$ cat src/hdl/quaternion_point_rotate_pivot_top_assert.svh
// Assertion macros for the quaternion point rotation block.
// Used by the top level only; needs no other file.
`ifndef QUATERNION_POINT_ROTATE_PIVOT_TOP_ASSERT_SVH
`define QUATERNION_POINT_ROTATE_PIVOT_TOP_ASSERT_SVH

// Antecedent implies consequent in the same cycle.
`define QPRP_ASSERT_IMPL(label, clk, rst, ante, cons) \
   label: assert property (@(posedge clk) disable iff (rst) (ante) |-> (cons)) \
      else $error("assertion failed: same-cycle implication");

// Antecedent implies consequent in the next cycle.
`define QPRP_ASSERT_NEXT(label, clk, rst, ante, cons) \
   label: assert property (@(posedge clk) disable iff (rst) (ante) |=> (cons)) \
      else $error("assertion failed: next-cycle implication");

`endif

$ cat src/hdl/qprp_pkg.sv
// Package for the quaternion point rotation block: widths, register
// indexes and the divider transfer types. Depends on nothing.
`timescale 1ns / 1ps

package qprp_pkg;

   localparam int QUAT_W  = 16;
   localparam int PT_W    = 24;
   localparam int V_W     = PT_W + 1;
   localparam int PV_W    = V_W + QUAT_W;
   localparam int T_W     = PV_W + 2;
   localparam int QT_W    = T_W + QUAT_W;
   localparam int R_W     = QT_W + 3;
   localparam int NORM_W  = 2 * QUAT_W + 1;
   localparam int DEN_W   = NORM_W + 1;
   localparam int REM_W   = R_W + 2;
   localparam int QUOT_W  = 27;
   localparam int SUM_W   = QUOT_W + 2;
   localparam int LATENCY = 7 + QUOT_W;
   localparam int ADDR_W  = 5;

   localparam logic [2:0] REG_QUAT_X  = 3'd0;
   localparam logic [2:0] REG_QUAT_Y  = 3'd1;
   localparam logic [2:0] REG_QUAT_Z  = 3'd2;
   localparam logic [2:0] REG_QUAT_W  = 3'd3;
   localparam logic [2:0] REG_PIVOT_X = 3'd4;
   localparam logic [2:0] REG_PIVOT_Y = 3'd5;
   localparam logic [2:0] REG_PIVOT_Z = 3'd6;

   localparam logic [QUAT_W-1:0] QUAT_W_RESET = 16'd8192;

   typedef struct packed {
      logic             valid;
      logic             neg;
      logic [REM_W-1:0] num;
   } div_in_type;

   typedef struct packed {
      logic              valid;
      logic              neg;
      logic [QUOT_W-1:0] quo;
   } div_out_type;

endpackage

$ cat src/hdl/qprp_divider.sv
// Pipelined restoring divider, one quotient bit per stage.
// Depends on qprp_pkg for widths and the transfer structs.
`timescale 1ns / 1ps

module qprp_divider import qprp_pkg::*; (
   input  logic              clock,
   input  logic              reset,
   input  div_in_type        div_in,
   input  logic [DEN_W-1:0]  den,
   output div_out_type       div_out
);

   logic [REM_W-1:0]  rem_ff [0:QUOT_W];
   logic [QUOT_W-1:0] quo_ff [0:QUOT_W];
   logic              neg_ff [0:QUOT_W];
   logic              vld_ff [0:QUOT_W];

   // Entry register.
   always_ff @(posedge clock) begin
      if (reset) begin
         vld_ff[0] <= 1'b0;
      end else begin
         vld_ff[0] <= div_in.valid;
      end
      rem_ff[0] <= div_in.num;
      quo_ff[0] <= '0;
      neg_ff[0] <= div_in.neg;
   end

   // Each stage tries the shifted divisor for one quotient bit.
   for (genvar k = 0; k < QUOT_W; k++) begin : g_stage
      localparam int BIT = QUOT_W - 1 - k;
      logic [REM_W-1:0] shifted;
      logic [REM_W:0]   trial;
      logic [QUOT_W-1:0] quo_in;

      assign shifted = REM_W'(den) << BIT;
      assign trial   = {1'b0, rem_ff[k]} - {1'b0, shifted};

      always_comb begin
         quo_in      = quo_ff[k];
         quo_in[BIT] = ~trial[REM_W];
      end

      always_ff @(posedge clock) begin
         if (reset) begin
            vld_ff[k+1] <= 1'b0;
         end else begin
            vld_ff[k+1] <= vld_ff[k];
         end
         rem_ff[k+1] <= trial[REM_W] ? rem_ff[k] : trial[REM_W-1:0];
         quo_ff[k+1] <= quo_in;
         neg_ff[k+1] <= neg_ff[k];
      end
   end

   assign div_out.valid = vld_ff[QUOT_W];
   assign div_out.neg   = neg_ff[QUOT_W];
   assign div_out.quo   = quo_ff[QUOT_W];

endmodule

$ cat config.mk
export PLATFORM = sky130hd
export DESIGN_NAME = qprp_divider
export DESIGN_NICKNAME = d
export VERILOG_FILES = /design/src/hdl/quaternion_point_rotate_pivot_top_assert.svh /design/src/hdl/qprp_pkg.sv /design/src/hdl/qprp_divider.sv
export SDC_FILE = /design/constraint.sdc
export NUM_CORES = 2
export LEC_CHECK = 0
export BUFFER_PORTS_ARGS = -buffer_cell sky130_fd_sc_hd__buf_2
export CORE_UTILIZATION = 60
export DETAILED_ROUTE_END_ITERATION = 8
export GPL_TIMING_DRIVEN = 0
export PLACE_DENSITY = 0.76
export SLEW_MARGIN = 20
export SYNTH_ARGS = -nofsm -noshare
export SYNTH_HDL_FRONTEND = slang
export SYNTH_SLANG_ARGS = --single-unit
$ cat constraint.sdc
create_clock -name clock -period 6.17 [get_ports clock]
set_clock_uncertainty 0.2 [all_clocks]
set_input_delay 0.3085 -clock clock [delete_from_list [all_inputs] [get_ports clock]]
set_output_delay 0.3085 -clock clock [all_outputs]
set_load 0.02 [all_outputs]
==> flow_summary.json <==
{
  "outcome": "finished clean",
  "ios": 131,
  "drive_gt1_share_pct": 6.609,
  "core_area_um2": 178600,
  "comb_power_share_pct": 47.1,
  "synth_xor_xnor_area_share_pct": 9.274,
  "root_buffer": "clkbuf_16",
  "cts_sinks": 2162,
  "grt-ovfl-total": 0,
  "slew_violations": 0,
  "io_buffer_count": 130,
  "wl_per_cell_um": 20.42,
  "final_util_pct": 68.10,
  "cap_violations": 0,
  "finalHoldViolCount": 0,
  "synth-edff-count": 0,
  "fin_tns_setup_ns": 0,
  "ys.flop_type": "dfxtp_1",
  "vias": 91870,
  "cts_made_buffers": 216,
  "hold_class": "in -> reg",
  "synthToLayoutAreaGrowth_pct": 12.69,
  "swShare_pct": 40.84,
  "cp-end-kind": "flip-flop",
  "wl_mm": 309.2,
  "worstSetupStartpointType": "flip-flop",
  "leakage_nw": 51.93,
  "antenna_found_initial": 2,
  "max_clock_freq_ghz": 0.1739,
  "setup_viol": 0,
  "place_hpwl_mm": 230.0,
  "ys_ff_latch": 2162,
  "synth.distinct_cells": 96,
  "clock_latency_ns": 0.86,
  "row_count": 155,
  "tritoncts": "yes",
  "pwr-share-clk_pct": 20.4,
  "syn_avg_cell_area_um2": 8.935,
  "h-tree-depth": 4,
  "powerDensity_nw_per_um2": 579.9,
  "synth-simple-area-share_pct": 16.04,
  "final.period_utilization_pct": 93.18,
  "ys_seq_area_share_pct": 40.10,
  "initial_core_util_pct": 60.43,
  "rsz0062_at_grt": "false",
  "place_congestion": 0.9666,
  "syn-num-nets": 13130,
  "final_area_um2": 121600,
  "slowest_delay_ns": 0.64,
  "switchingPower_mw": 28.80,
  "place_area_um2": 112300,
  "syn_area_um2": 107900,
  "cts_buffer_depth": 3,
  "grt_start_max_net_pins": 38,
  "path_clk_slew_ns": 0.06,
  "worstMarginPinSlew_ns": 1.178,
  "drc": 0,
  "grt_pass1_wl_mm": 482.4,
  "cp_max_fo": 10,
  "max_slew_margin_pct": 21.49,
  "die-area_um2": 181600,
  "n_fill_cell": 14200,
  "crit_type": "reg -> reg",
  "cpMaxStageDelayCell": "a2111oi_2",
  "synth_top_family_by_area": "compound AO/OA/AOI/OAI gates",
  "synth-adder-area-share_pct": 11.11,
  "first_pass_iters": 9,
  "dr.first_iter.drc_count": 7973,
  "postRouteAntennaNets": 0,
  "intPower_mw": 41.73,
  "via_per_inst": 6.067,
  "period_minus_slack_ns": 5.749,
  "worstPathRequired_ns": 6.67,
  "fin_nets": 13640,
  "fp.dieW_um": 426.1,
  "cp_data_arrival_time_ns": 6.25,
  "path_cells": "inv_1 > ha_1 > fa_1 > nor2b_1 > o31a_1 > o211ai_1 > a2111oi_1 > o311ai_0 > a2111oi_2 > nor2_1 > o21a_1 > clkbuf_1 > inv_2 > buf_1 > buf_1 > a21oi_1",
  "grt_usage_pct": 33.12,
  "synth.area.mux_share_pct": 1.334,
  "ys_async_sr_fraction_pct": 0,
  "die_h_um": 426.1,
  "critPathMostFrequentCell": "buf_1",
  "first_global_vias": 88550,
  "synthCells": 12080,
  "yosys_warnings": 0,
  "ir_drop_mv": 0.3506,
  "synth_compound_area_share_pct": 19.85,
  "seqPwrFrac_pct": 32.5,
  "hold_slack_ns": 0.07694
}
## area by class of cell
class                           count  area, um2  share of cell area, %
Antenna cell                        2      5.005               0.004115
Timing Repair Buffer              296       2683                  2.205
Clock inverter                    147       2120                  1.743
Buffer                            344       1358                  1.116
Inverter                          296       1171                 0.9628
Multi-Input combinational cell   9278      62230                  51.16
Sequential cell                  2162      43280                  35.58
Tap cell                         2355       2947                  2.422
Clock buffer                      263       5844                  4.805
## state kept, by name (all words and copies together), names as in the netlist
signal / cells
quo_ff: 378
vld_ff: 28
neg_ff: 28
rem_ff: 1728
## placed cells by master (no fill, tap or decap), drive strengths merged, types with 131 or more instances in the layout
master and instances:
ha 917, xor2 533, o21ai 833, nor3 231
nand2b 165, dfxtp 2162, buf 221, nor4 134
clkbuf 547, nor2b 151, inv 314, xnor2 610
a21oi 1154, dlygate4sd3 134, or3 131, a21o 537
nand3 228, nand4 136, nand2 1047, nor2 988
## cell usage after synthesis, drive strengths merged (106+ instances only)
| library cell | n | share of area, % |
|---|---|---|
| a211oi | 106 | 0.74 |
| a21o | 537 | 3.7 |
| a21oi | 1154 | 5.4 |
| clkbuf | 284 | 0.99 |
| dfxtp | 2162 | 40 |
| ha | 917 | 11 |
| inv | 293 | 1.0 |
| mux2 | 116 | 1.2 |
| nand2 | 1047 | 3.6 |
| nand2b | 165 | 0.96 |
| nand3 | 228 | 1.1 |
| nand4 | 136 | 0.79 |
| nor2 | 988 | 3.4 |
| nor2b | 151 | 0.88 |
| nor3 | 231 | 1.1 |
| nor4 | 134 | 0.78 |
| o21a | 109 | 0.76 |
| o21ai | 833 | 3.9 |
| o21bai | 113 | 0.79 |
| or3 | 131 | 0.77 |
| xnor2 | 610 | 4.9 |
| xor2 | 533 | 4.3 |
## cell families after synthesis
kind of cell               Yosys count
xor gates and xnor gates          1143
DFF                               2162
adders and majority gates          943
buffers and inverters              640
AOI/OAI and AO/OA                 3455
and+or+nand+nor                   3611
muxes                              126
## power groups by stage
| stage | clock [mW] | sequential [mW] | combinational [mW] |
|---|---|---|---|
| final | 14.4 | 22.9 | 33.2 |
| after global routing | 15.2 | 23.3 | 36.8 |
| after CTS | 14.6 | 22.8 | 32.7 |
| after detailed placement | 0 | 23.0 | 32.2 |
| after global placement | 0 | 23.0 | 31.6 |
| after floorplan | 0 | 21.4 | 25.4 |
## repair_timing
action / in CTS / in global routing
endpoints found under the hold margin: 93 / 0
hold buffers: 134 / 0
resized for setup: 0 / 3
setup endpoints to repair: 0 / 22
buffers inserted: 0 / 0
## per-layer routing
metal / vias up / track usage [%] / part of all wire (%)
met5: - / 0 / 0
met4: 0 / 13.11 / 4.1
met3: 745 / 4.433 / 6.5
met2: 3476 / 54.28 / 46
met1: 43280 / 44.00 / 44
li1: 44370 / - / -
## critical path: cells and delay by family (launching register included)
kind | cells | cell delay [ns]
AO/OA/AOI/OAI | 7 | 2.38
buffers and inverters | 5 | 1.66
adder cells (fa/ha/maj) | 2 | 0.62
AND/OR/NAND/NOR | 2 | 0.35
flip-flops | 1 | 0.39
## path summary, 6_finish.rpt
path / from / end / slack, ns / depth (start not counted)
hold / removal: reset / vld_ff[1][11] / 0.08 / 3
setup reg to reg: rem_ff[10][16] / rem_ff[11][45] / 0.42 / 16
setup / recovery: rem_ff[10][16] / rem_ff[11][45] / 0.42 / 16
hold reg to reg: quo_ff[0][289] / quo_ff[0][316] / 0.11 / 0
## per-stage QoR
stage,power (mW),std cells,setup slack [ns]
2_1_floorplan,46.85,12080,1.215
4_1_cts,70.02,15140,0.06117
3_5_place_dp,55.25,14600,-0.5868
3_3_place_gp,54.52,14570,-1.798
5_1_grt,75.25,15140,0.1359
6_report,70.53,15140,0.4208
(Power assumes the default switching activity.)
